[src/keypad_scan_debounce_defines.svh]
// Assertion macros for the keypad scanner block.
// Needs a clock named clk and an active-low reset named rst_n in scope.
`ifndef KEYPAD_SCAN_DEBOUNCE_DEFINES_SVH
`define KEYPAD_SCAN_DEBOUNCE_DEFINES_SVH

// Same-cycle implication, checked outside reset
`define KPD_ASSERT_NOW(label, ante, cons, msg) \
  label: assert property (@(posedge clk) disable iff (!rst_n) (ante) |-> (cons)) \
    else $error(msg);

// Next-cycle implication, checked outside reset
`define KPD_ASSERT_NEXT(label, ante, cons, msg) \
  label: assert property (@(posedge clk) disable iff (!rst_n) (ante) |=> (cons)) \
    else $error(msg);

`endif

[src/kpd_pkg.sv]
// Shared types and constants for the keypad scanner block.
// No dependencies.
package kpd_pkg;

  localparam int unsigned CodeW  = 4;
  localparam int unsigned CountW = 8;
  localparam int unsigned CfgIdxW = 2;

  localparam logic [CountW-1:0] PressTicksRst   = 8'd33;
  localparam logic [CountW-1:0] ReleaseTicksRst = 8'd32;

  // Register indexes on the configuration port
  localparam logic [CfgIdxW-1:0] CfgPressTicks   = 2'd0;
  localparam logic [CfgIdxW-1:0] CfgReleaseTicks = 2'd1;

  typedef struct packed {
    logic              we;
    logic [CfgIdxW-1:0] index;
    logic [CountW-1:0] wdata;
  } cfg_wr_t;

  // One result word, last field in the lowest bits when packed to tdata
  typedef struct packed {
    logic             buzzer_level;
    logic             release_seen;
    logic             key_valid;
    logic [CodeW-1:0] key_idx;
    logic [CodeW-1:0] column_select;
  } result_t;

endpackage

[src/keypad_scan_debounce.sv]
// 4x4 keypad scanner with press debounce, release detection and buzzer.
// Each accepted tick word gives a registered result word, offered in the next cycle.
// Throughput: one tick word per cycle; input stalls only while a result word waits.
// Reset (synchronous, rst_n low): registers back to 33/32, counters
// reloaded, scan index, flags, buzzer and key code cleared, output empty.
// Depends on kpd_pkg, kpd_core, kpd_outreg and keypad_scan_debounce_defines.svh.
`include "keypad_scan_debounce_defines.svh"

module keypad_scan_debounce import kpd_pkg::*; (
  input  logic               clk,
  input  logic               rst_n,
  // Configuration write port
  input  logic               cfg_we,
  input  logic [CfgIdxW-1:0] cfg_index,
  input  logic [CountW-1:0]  cfg_wdata,
  // Tick word in
  input  logic               in_tvalid,
  output logic               in_tready,
  input  logic [7:0]         in_tdata,   // [3:0] row_lines, [4] ack, [7:5] zero
  // Result word out
  output logic               out_tvalid,
  input  logic               out_tready,
  output logic [15:0]        out_tdata   // [3:0] column_select, [7:4] key_idx,
                                         // [8] key_valid, [9] release_seen,
                                         // [10] buzzer_level, [15:11] zero
);

  cfg_wr_t cfg_wr;
  result_t core_result;
  result_t out_word;
  logic    can_load;
  logic    in_accept;

  assign cfg_wr.we    = cfg_we;
  assign cfg_wr.index = cfg_index;
  assign cfg_wr.wdata = cfg_wdata;

  // Take a new tick whenever the result register is free or draining now
  assign in_tready = can_load;
  assign in_accept = in_tvalid && in_tready;

  // Scan and debounce state; advance only on an accepted tick
  kpd_core u_core (
    .clk       (clk),
    .rst_n     (rst_n),
    .cfg_wr    (cfg_wr),
    .step      (in_accept),
    .row_lines (in_tdata[3:0]),
    .ack       (in_tdata[4]),
    .result    (core_result)
  );

  // Hold the result word until the sink takes it
  kpd_outreg u_outreg (
    .clk       (clk),
    .rst_n     (rst_n),
    .load      (in_accept),
    .result    (core_result),
    .can_load  (can_load),
    .out_valid (out_tvalid),
    .out_ready (out_tready),
    .out_word  (out_word)
  );

  assign out_tdata = {5'b0, out_word};

  // An accepted tick always leaves a result word behind
  `KPD_ASSERT_NEXT(a_tick_gives_word, in_accept, out_tvalid, "tick word lost")
  // Exactly one column driven low in every result
  `KPD_ASSERT_NOW(a_one_column, out_tvalid, $countones(~out_tdata[3:0]) == 1, "column not one-hot")
  // Release can only be flagged on a confirmed key
  `KPD_ASSERT_NOW(a_rel_needs_rdy, out_tvalid && out_tdata[9], out_tdata[8], "release w/o key")
  // A full, stalled output register must not be overwritten
  `KPD_ASSERT_NEXT(a_hold_stalled, out_tvalid && !out_tready, $stable(out_tdata), "stall broken")

endmodule

[src/kpd_core.sv]
// Scan, debounce, release and buzzer state of the keypad scanner.
// Depends on kpd_pkg.
module kpd_core import kpd_pkg::*; (
  input  logic             clk,
  input  logic             rst_n,
  input  cfg_wr_t          cfg_wr,
  input  logic             step,
  input  logic [3:0]       row_lines,
  input  logic             ack,
  output result_t          result
);

  logic [CountW-1:0] press_ticks_r, press_ticks_nxt;
  logic [CountW-1:0] release_ticks_r, release_ticks_nxt;
  logic [CodeW-1:0]  scan_index_r, scan_index_nxt;
  logic [CountW-1:0] press_cnt_r, press_cnt_nxt;
  logic [CountW-1:0] rel_cnt_r, rel_cnt_nxt;
  logic              ready_r, ready_nxt;
  logic              released_r, released_nxt;
  logic              buzz_act_r, buzz_act_nxt;
  logic              buzz_lvl_r, buzz_lvl_nxt;
  logic [CodeW-1:0]  held_code_r, held_code_nxt;

  logic              pressed;
  logic [CountW-1:0] press_dec;
  logic [CountW-1:0] rel_dec;

  assign pressed   = ~row_lines[scan_index_r[1:0]];
  assign press_dec = press_cnt_r - 8'd1;
  assign rel_dec   = rel_cnt_r - 8'd1;

  always_comb begin
    press_ticks_nxt   = press_ticks_r;
    release_ticks_nxt = release_ticks_r;
    scan_index_nxt    = scan_index_r;
    press_cnt_nxt     = press_cnt_r;
    rel_cnt_nxt       = rel_cnt_r;
    ready_nxt         = ready_r;
    released_nxt      = released_r;
    buzz_act_nxt      = buzz_act_r;
    buzz_lvl_nxt      = buzz_lvl_r;
    held_code_nxt     = held_code_r;

    if (cfg_wr.we) begin
      // Load the register and reload its counter
      if (cfg_wr.index == CfgPressTicks) begin
        press_ticks_nxt = cfg_wr.wdata;
        press_cnt_nxt   = cfg_wr.wdata;
      end else if (cfg_wr.index == CfgReleaseTicks) begin
        release_ticks_nxt = cfg_wr.wdata;
        rel_cnt_nxt       = cfg_wr.wdata;
      end
    end else if (step) begin
      if (buzz_act_r) begin
        buzz_lvl_nxt = ~buzz_lvl_r;
      end

      if (!ready_r) begin
        if (press_cnt_r == press_ticks_r) begin
          // Idle: a press latches the code and starts the down-count
          if (pressed) begin
            press_cnt_nxt = press_dec;
            held_code_nxt = scan_index_r;
          end
        end else if (press_dec == '0) begin
          press_cnt_nxt = press_ticks_r;
          if (pressed) begin
            ready_nxt    = 1'b1;
            buzz_act_nxt = 1'b1;
          end
        end else begin
          press_cnt_nxt = press_dec;
        end
      end else begin
        if (pressed) begin
          rel_cnt_nxt = release_ticks_r;
        end else if (rel_dec == '0) begin
          released_nxt = 1'b1;
          buzz_act_nxt = 1'b0;
          rel_cnt_nxt  = release_ticks_r;
        end else begin
          rel_cnt_nxt = rel_dec;
        end
      end

      if (ack && released_nxt) begin
        ready_nxt    = 1'b0;
        released_nxt = 1'b0;
      end

      scan_index_nxt = scan_index_r + 4'd1;
    end
  end

  always_ff @(posedge clk) begin
    if (!rst_n) begin
      press_ticks_r   <= PressTicksRst;
      release_ticks_r <= ReleaseTicksRst;
      scan_index_r    <= '0;
      press_cnt_r     <= PressTicksRst;
      rel_cnt_r       <= ReleaseTicksRst;
      ready_r         <= 1'b0;
      released_r      <= 1'b0;
      buzz_act_r      <= 1'b0;
      buzz_lvl_r      <= 1'b0;
      held_code_r     <= '0;
    end else begin
      press_ticks_r   <= press_ticks_nxt;
      release_ticks_r <= release_ticks_nxt;
      scan_index_r    <= scan_index_nxt;
      press_cnt_r     <= press_cnt_nxt;
      rel_cnt_r       <= rel_cnt_nxt;
      ready_r         <= ready_nxt;
      released_r      <= released_nxt;
      buzz_act_r      <= buzz_act_nxt;
      buzz_lvl_r      <= buzz_lvl_nxt;
      held_code_r     <= held_code_nxt;
    end
  end

  // Result shows the state after this tick; column from the sampled index
  always_comb begin
    result.column_select = ~(4'b0001 << scan_index_r[3:2]);
    result.key_idx       = held_code_nxt;
    result.key_valid     = ready_nxt;
    result.release_seen  = released_nxt;
    result.buzzer_level  = buzz_lvl_nxt;
  end

endmodule

[src/kpd_outreg.sv]
// Output register of the keypad scanner: holds one result word for the sink.
// Depends on kpd_pkg.
module kpd_outreg import kpd_pkg::*; (
  input  logic    clk,
  input  logic    rst_n,
  input  logic    load,
  input  result_t result,
  output logic    can_load,
  output logic    out_valid,
  input  logic    out_ready,
  output result_t out_word
);

  logic    valid_r, valid_nxt;
  result_t word_r;

  assign can_load = !valid_r || out_ready;

  always_comb begin
    valid_nxt = valid_r;
    if (load) begin
      valid_nxt = 1'b1;
    end else if (out_ready) begin
      valid_nxt = 1'b0;
    end
  end

  always_ff @(posedge clk) begin
    if (!rst_n) begin
      valid_r <= 1'b0;
    end else begin
      valid_r <= valid_nxt;
    end
  end

  always_ff @(posedge clk) begin
    if (load) begin
      word_r <= result;
    end
  end

  assign out_valid = valid_r;
  assign out_word  = word_r;

endmodule
[config.mk]
export PLATFORM = sky130hd
export DESIGN_NAME = keypad_scan_debounce
export DESIGN_NICKNAME = d
export VERILOG_FILES = /design/src/kpd_pkg.sv /design/src/keypad_scan_debounce.sv /design/src/kpd_core.sv /design/src/kpd_outreg.sv
export VERILOG_INCLUDE_DIRS = /design/src /design/src/src
export SDC_FILE = /design/constraint.sdc
export NUM_CORES = 1
export LEC_CHECK = 0
export BUFFER_PORTS_ARGS = -buffer_cell sky130_fd_sc_hd__clkbuf_2
export CAP_MARGIN = 40
export CELL_PAD_IN_SITES_DETAIL_PLACEMENT = 1
export CELL_PAD_IN_SITES_GLOBAL_PLACEMENT = 1
export CORE_UTILIZATION = 31
export DETAILED_ROUTE_END_ITERATION = 6
export PLACE_DENSITY_LB_ADDON = 0.25
export SLEW_MARGIN = 20
export SYNTH_ARGS = -nofsm -noshare
export SYNTH_HDL_FRONTEND = slang
export SYNTH_SLANG_ARGS = --single-unit
[constraint.sdc]
create_clock -name clk -period 2.5 [get_ports clk]
set_input_delay 0.5 -clock clk [delete_from_list [all_inputs] [get_ports clk]]
set_output_delay 0.5 -clock clk [all_outputs]
set_load 0.02 [all_outputs]
**Word level (Yosys, flattened, before mapping)**

Index checks and enable logic that the tools add are counted.

- Add/subtract/negate cells: 3
- Order comparisons: 1
- Eq/ne operators: 11
- Shift operators: 1
- Multiplexer cells: 47
- Bitwise operators: 4
- Reduce and logical (&&, ||, !) cells: 17

Operator list:

| operator | number |
|---|---|
| 8-bit 2-to-1 mux | 14 |
| 1-bit 2-to-1 mux | 27 |
| 4-bit 2-to-1 mux | 5 |
| 8-bit zero test | 2 |
| 8-bit by 1-bit subtractor with 8-bit output (second input constant) | 2 |
| 8-bit == test | 1 |
| 2-bit by 1-bit != test with 1-bit output (second input constant) | 4 |
| 2-bit != test (second input constant) | 4 |
| 4-bit AND reduction | 2 |
| 2-bit nonzero test | 4 |
| 7-bit AND reduction | 1 |
| 4-bit by 1-bit adder with 4-bit output (second input constant) | 1 |
| 4-bit inverter | 1 |
| 2-bit AND reduction | 2 |
| 1-bit by 2-bit left shift with 4-bit output (first input constant) | 1 |
| 2-bit by 3-bit < comparator with 1-bit output (second input constant) | 1 |
| 3-bit != test (second input constant) | 1 |
| 1-bit inverter | 3 |
| 3-bit AND reduction | 1 |
| 1-bit binary-select mux with 2-bit select | 1 |
| 2-bit by 1-bit == test with 1-bit output (second input constant) | 1 |
| 1-bit logical AND | 2 |
| 2-bit zero test | 1 |
| 1-bit zero test | 1 |
| 1-bit logical OR | 1 |

- Bits in registers: 56
- Input bits: 23
- Output and inout bits: 18
- Word-level logic and storage cells: 100

**Longest topological paths before layout**

- Depth after elaboration: 11
- Gate-level depth with buffers: 8
- Depth with buffers taken out: 7

**Cells and area by module**

A second synthesis with hierarchy kept.

- Cell total of the unflattened synthesis: 337
- Area, all modules: 3039.2 um2

Modules (own cells, without submodules):

| module | times used | cells an instance | area each (um2) | sequential area each (um2) |
|---|---|---|---|---|
| kpd_core | 1 | 315 | 2612.5 | 880.8 |
| kpd_outreg | 1 | 15 | 379.1 | 350.3 |
| keypad_scan_debounce | 1 | 7 | 47.5 | 0.0 |

**Worst setup path before layout**

No wires, ideal clock.

- Kind: register to register
- Start point: register u_core.rel_cnt_r[0]
- End point: register u_core.rel_cnt_r[5]
- Setup time: 0.122 ns
- Arrival: 2.054 ns
- Required time: 2.378 ns
- Setup slack: 0.324 ns
- Cell stages (with the launch flop): 8
- Path buffers: 0
- Period minus slack after synthesis: 2.176 ns
- Cell sequence: dfxtp_1 > inv_1 > ha_1 > nor3b_2 > a21boi_1 > o41ai_4 > a221o_1 > a311o_1

- Cells in the longest elaborated chain, start to end: 7

RTL lines:

| what | line | RTL |
|---|---|---|
| from (decl) | kpd_core.sv:17 | `logic [CountW-1:0] rel_cnt_r, rel_cnt_nxt;` |
| from (signal assigned) | kpd_core.sv:101 | `rel_cnt_r <= ReleaseTicksRst;` |
| from (signal assigned) | kpd_core.sv:112 | `rel_cnt_r <= rel_cnt_nxt;` |
| 8-bit by 1-bit subtractor with 8-bit output * | kpd_core.sv:30 | `assign rel_dec = rel_cnt_r - 8'd1;` |
| 8-bit zero test | kpd_core.sv:77 | `end else if (rel_dec == '0) begin` |
| 8-bit 2-to-1 mux * | kpd_core.sv:77 |  |
| 8-bit 2-to-1 mux * | kpd_core.sv:75 | `if (pressed) begin` |
| 8-bit 2-to-1 mux * | kpd_core.sv:58 | `if (!ready_r) begin` |
| 8-bit 2-to-1 mux * | kpd_core.sv:53 | `end else if (step) begin` |
| 8-bit 2-to-1 mux * | kpd_core.sv:44 | `if (cfg_wr.we) begin` |

Every way passes the cells marked *; elsewhere a longest branch is shown, timed or not. The select of a mux whose other input is x is not followed.
A chain may end at the register's enable or synchronous reset.

**Worst setup path in the final report**

- Start point: register u_core.rel_cnt_r[1]
- End point: register u_core.rel_cnt_r[2]

The elaborated chain is that of the path after synthesis.

==> flow_summary_export.csv <==
group,metric,value,unit
outcome,status,"finished clean",
critical_path,critical_path_arrival,2.55,ns
routing,drc,0,
critical_path,reg2reg_to,"u_core.rel_cnt_r[2]$_SDFFE_PN0P_",
die,initial_core_util,32.2,%
die,die_area,10100,µm²
critical_path,crit_path_end,"u_core.rel_cnt_r[2]$_SDFFE_PN0P_",
logic_synthesis,synth_area_leaders,"dfxtp_1 30%, edfxtp_1 11%, xor2_1 4.4%, nand2_1 3.5%, mux2i_1 3.3%",
logic_synthesis,synth_ff_type,"dfxtp_1",
power,leakage,1.33,nW
sta,rsz0062_at_grt,"false",
routing,ant_nets,0,
clock_tree,root_buffer,"clkbuf_8",
clock_tree,clkSlewWorstSetupHoldPaths,0.11,ns
die,core,9280,µm²
routing,routed_via_density,5.24,
flow_run,max_cap_violations,0,
clock_tree,numCtsBuffers,5,
power,total_power,0.00195,W
clock_tree,cts_setup_buffers,0,
critical_path,crit_required,2.70,ns
logic_synthesis,syn-instance-count,317,
global_route,grt_pass1_wl,13.6,mm
critical_path,end_kind,"flip-flop",
logic_synthesis,yosysTopAreaCellShare,30.1,%
clock_tree,htreeDepth,2,
sta,drv_slew,0,
place,port_buffers,32,
power,intPower,0.00133,W
place,dp_hpwl,6.07,mm
routing,first_pass_iters,4,
power,swShare,32.0,%
final_layout,final_cell_count_no_fill,487,
power,sequentialPowerShare,51.7,%
logic_synthesis,synth_area_leader_cell,"dfxtp_1",
final_layout,drive_above_1_share,22.1,%
sta,skew,0.0119,ns
sta,setup_viol,0,
place,gp_congestion,0.810,
routing,highest_layer,"met4",
logic_synthesis,async_flop_share,0,%
power,p_sw,0.000623,W
power,power_density,565,nW/µm²
sta,fin_crit_sh,94.0,%
clock_tree,clock_path_buffers,2,
critical_path,crit_type,"reg2reg",
sta,worst_pin_slew,0.623,ns
global_route,grt_use_total,17.5,%
clock_tree,cts_resized,0,
global_route,grt_max_degree,34,
critical_path,critPathLaunch,"u_core.rel_cnt_r[1]$_SDFFE_PN0P_",
logic_synthesis,synth.yosys.seq_area_share,41.1,%
global_route,grt_pass1_vias,2567,
sta,fin_crit,2.35,ns
power,comb_power_share,21.2,%
place,dp_cells,476,
routing,vias,2552,
sta,slew_headroom,58.3,%
critical_path,critPathLaunchType,"flip-flop",
critical_path,ff2ff_setup_slack,0.15,ns
clock_tree,clock_latency,0.32,ns
power,ir_worst_vdd,0.212,mV
final_layout,fin_nets,385,
logic_synthesis,yosys_warnings,0,
critical_path,r2r_start,"u_core.rel_cnt_r[1]$_SDFFE_PN0P_",
routing,avgRoutedWirePerCell,16.8,µm
routing,drt_iter0_markers,118,
die,std_cell_rows,35,
die,die_y,100,µm
critical_path,worst-r2r-cell-count,7,
logic_synthesis,synth_edf_count,11,
logic_synthesis,ys_types,68,
final_layout,fillers,1102,
sta,fmax,0.426,GHz
routing,wl_met3,235,µm
hold_path,hold_start,"in_tvalid",
logic_synthesis,syn_avg_cell_area,9.44,µm²
logic_synthesis,ys_ff_latch,56,
power,clock_power_share,27.1,%
global_route,antenna_found_initial,0,
routing,wl_met1,4.04,mm
clock_tree,cts_tree,"built",
routing,drt-total-wl,8.19,mm
die,die_w,100,µm
sta,final.setup.tns,0,ns
clock_tree,hold_buffers,0,
hold_path,worstHoldPathType,"in2reg",
global_route,grt_overflow_total,0,
critical_path,cp_max_fo,6,
routing,wl_met2,3.85,mm
die,ios,41,
sta,hold_violations,0,
final_layout,areaGrowthSynthToFinish,15.3,%
logic_synthesis,syn_area,2990,µm²
clock_tree,cts_sinks,56,
final_layout,antenna_cells,0,
## worst min-delay path by stage
stage,endpoint,slack [ns],cells after the start
2_1_floorplan,u_core.release_ticks_r[1]$_SDFFE_PN0P_,0.43,2
5_1_grt,u_outreg.out_valid$_SDFFE_PN0P_,0.45,3
4_1_cts,u_outreg.out_valid$_SDFFE_PN0P_,0.42,3
3_5_place_dp,u_core.release_ticks_r[1]$_SDFFE_PN0P_,0.45,2
6_report,u_outreg.out_valid$_SDFFE_PN0P_,0.43,3
3_3_place_gp,u_core.release_ticks_r[1]$_SDFFE_PN0P_,0.44,2
## power groups by stage
stage / registers [W] / logic, W / clock network [W]
floorplan: 0.00102 / 0.000284 / 0
global placement: 0.00103 / 0.000397 / 0
detailed placement: 0.00103 / 0.000406 / 0
CTS: 0.00101 / 0.000408 / 0.000551
global route: 0.00101 / 0.000457 / 0.000587
finish: 0.00101 / 0.000412 / 0.000528
## state kept, by name, indices dropped and copies added (netlist names)
signal	count
u_outreg.out_word	11
u_core.held_code_r	4
u_core.press_cnt_r	8
u_core.buzz_act_r	1
u_core.release_ticks_r	8
u_core.ready_r	1
u_core.rel_cnt_r	8
u_core.press_ticks_r	8
u_core.scan_index_r	4
u_outreg.out_valid	1
u_core.buzz_lvl_r	1
u_core.released_r	1
## per-layer routing
| layer | GRT usage [%] | up-vias |
|---|---|---|
| li1 | - | 1250 |
| met1 | 23.7 | 1252 |
| met2 | 29.1 | 45 |
| met3 | 2.65 | 5 |
| met4 | 4.35 | 0 |
| met5 | 0 | - |
## per-stage QoR
step	hold slack, ns	utilization [%]	cell area (µm²)	worst slack (ns)
floorplan	0.432	-	3010	0.324
global placement	0.444	35.9	3340	0.219
detailed placement	0.447	35.9	3340	0.148
CTS	0.422	36.9	3430	0.0961
global route	0.447	37.2	3450	0.00274
finish	0.429	37.2	3450	0.151
## cell families after synthesis
logic type | after synthesis | share of synthesized area [%]
buf+inv | 29 | 4.93
xor+xnor | 19 | 5.56
mux | 15 | 5.60
compound gates | 72 | 17.7
flops | 56 | 41.1
other cells | 1 | 0.125
simple gates | 120 | 22.9
fa+ha+maj | 5 | 2.09
## cell usage after synthesis (all sizes together), types with 2 or more instances
cell type and number:
a311oi 5, dfxtp 45, a211oi 4, nor3b 2
nor2 22, clkbuf 9, nor2b 2, and4 4
o211ai 3, ha 5, xnor2 4, a221oi 4
nand2 28, inv 8, nand3 8, mux2 4
and3b 2, edfxtp 11, mux2i 10, nand4 6
nand2b 5, xor2 15, o31ai 2, a31oi 3
or4 4, o21a 2, a21boi 2, and2 6
and3 4, or3 5, nor3 10, o21ai 15
o311ai 2, a21oi 15, a221o 2, buf 12
or2 2, nor4 7
## cell usage in the layout, fill, tap and decap left out, types with 6 or more instances in the layout
cell,Yosys,layout
inv_1,8,8
nand3_1,8,8
xor2_1,15,15
a21oi_1,15,15
nor2_1,22,22
nor3_1,10,10
clkbuf_2,0,32
nand2_1,28,28
o21ai_0,15,15
and2_1,6,6
dfxtp_1,45,45
edfxtp_1,11,11
nand4_1,6,6
mux2i_1,10,10
buf_4,5,17
## final cells by class
class | count | area [µm²] | area share (%)
Tap cell | 129 | 161 | 4.68
Clock buffer | 5 | 68.8 | 1.99
Timing Repair Buffer | 50 | 308 | 8.92
Sequential cell | 56 | 1230 | 35.7
Inverter | 8 | 30.0 | 0.871
Clock inverter | 3 | 21.3 | 0.617
Multi-Input combinational cell | 236 | 1630 | 47.2
## worst max-delay path, stage by stage, from the launching register on
cell	delay, ns
dfxtp_1	0.38
inv_1	0.09
ha_1	0.22
xor2_1	0.17
nand4b_2	0.30
o41ai_4	0.56
a221oi_1	0.14
a2111oi_0	0.37
Note: power is estimated with default switching activity, not from simulation.
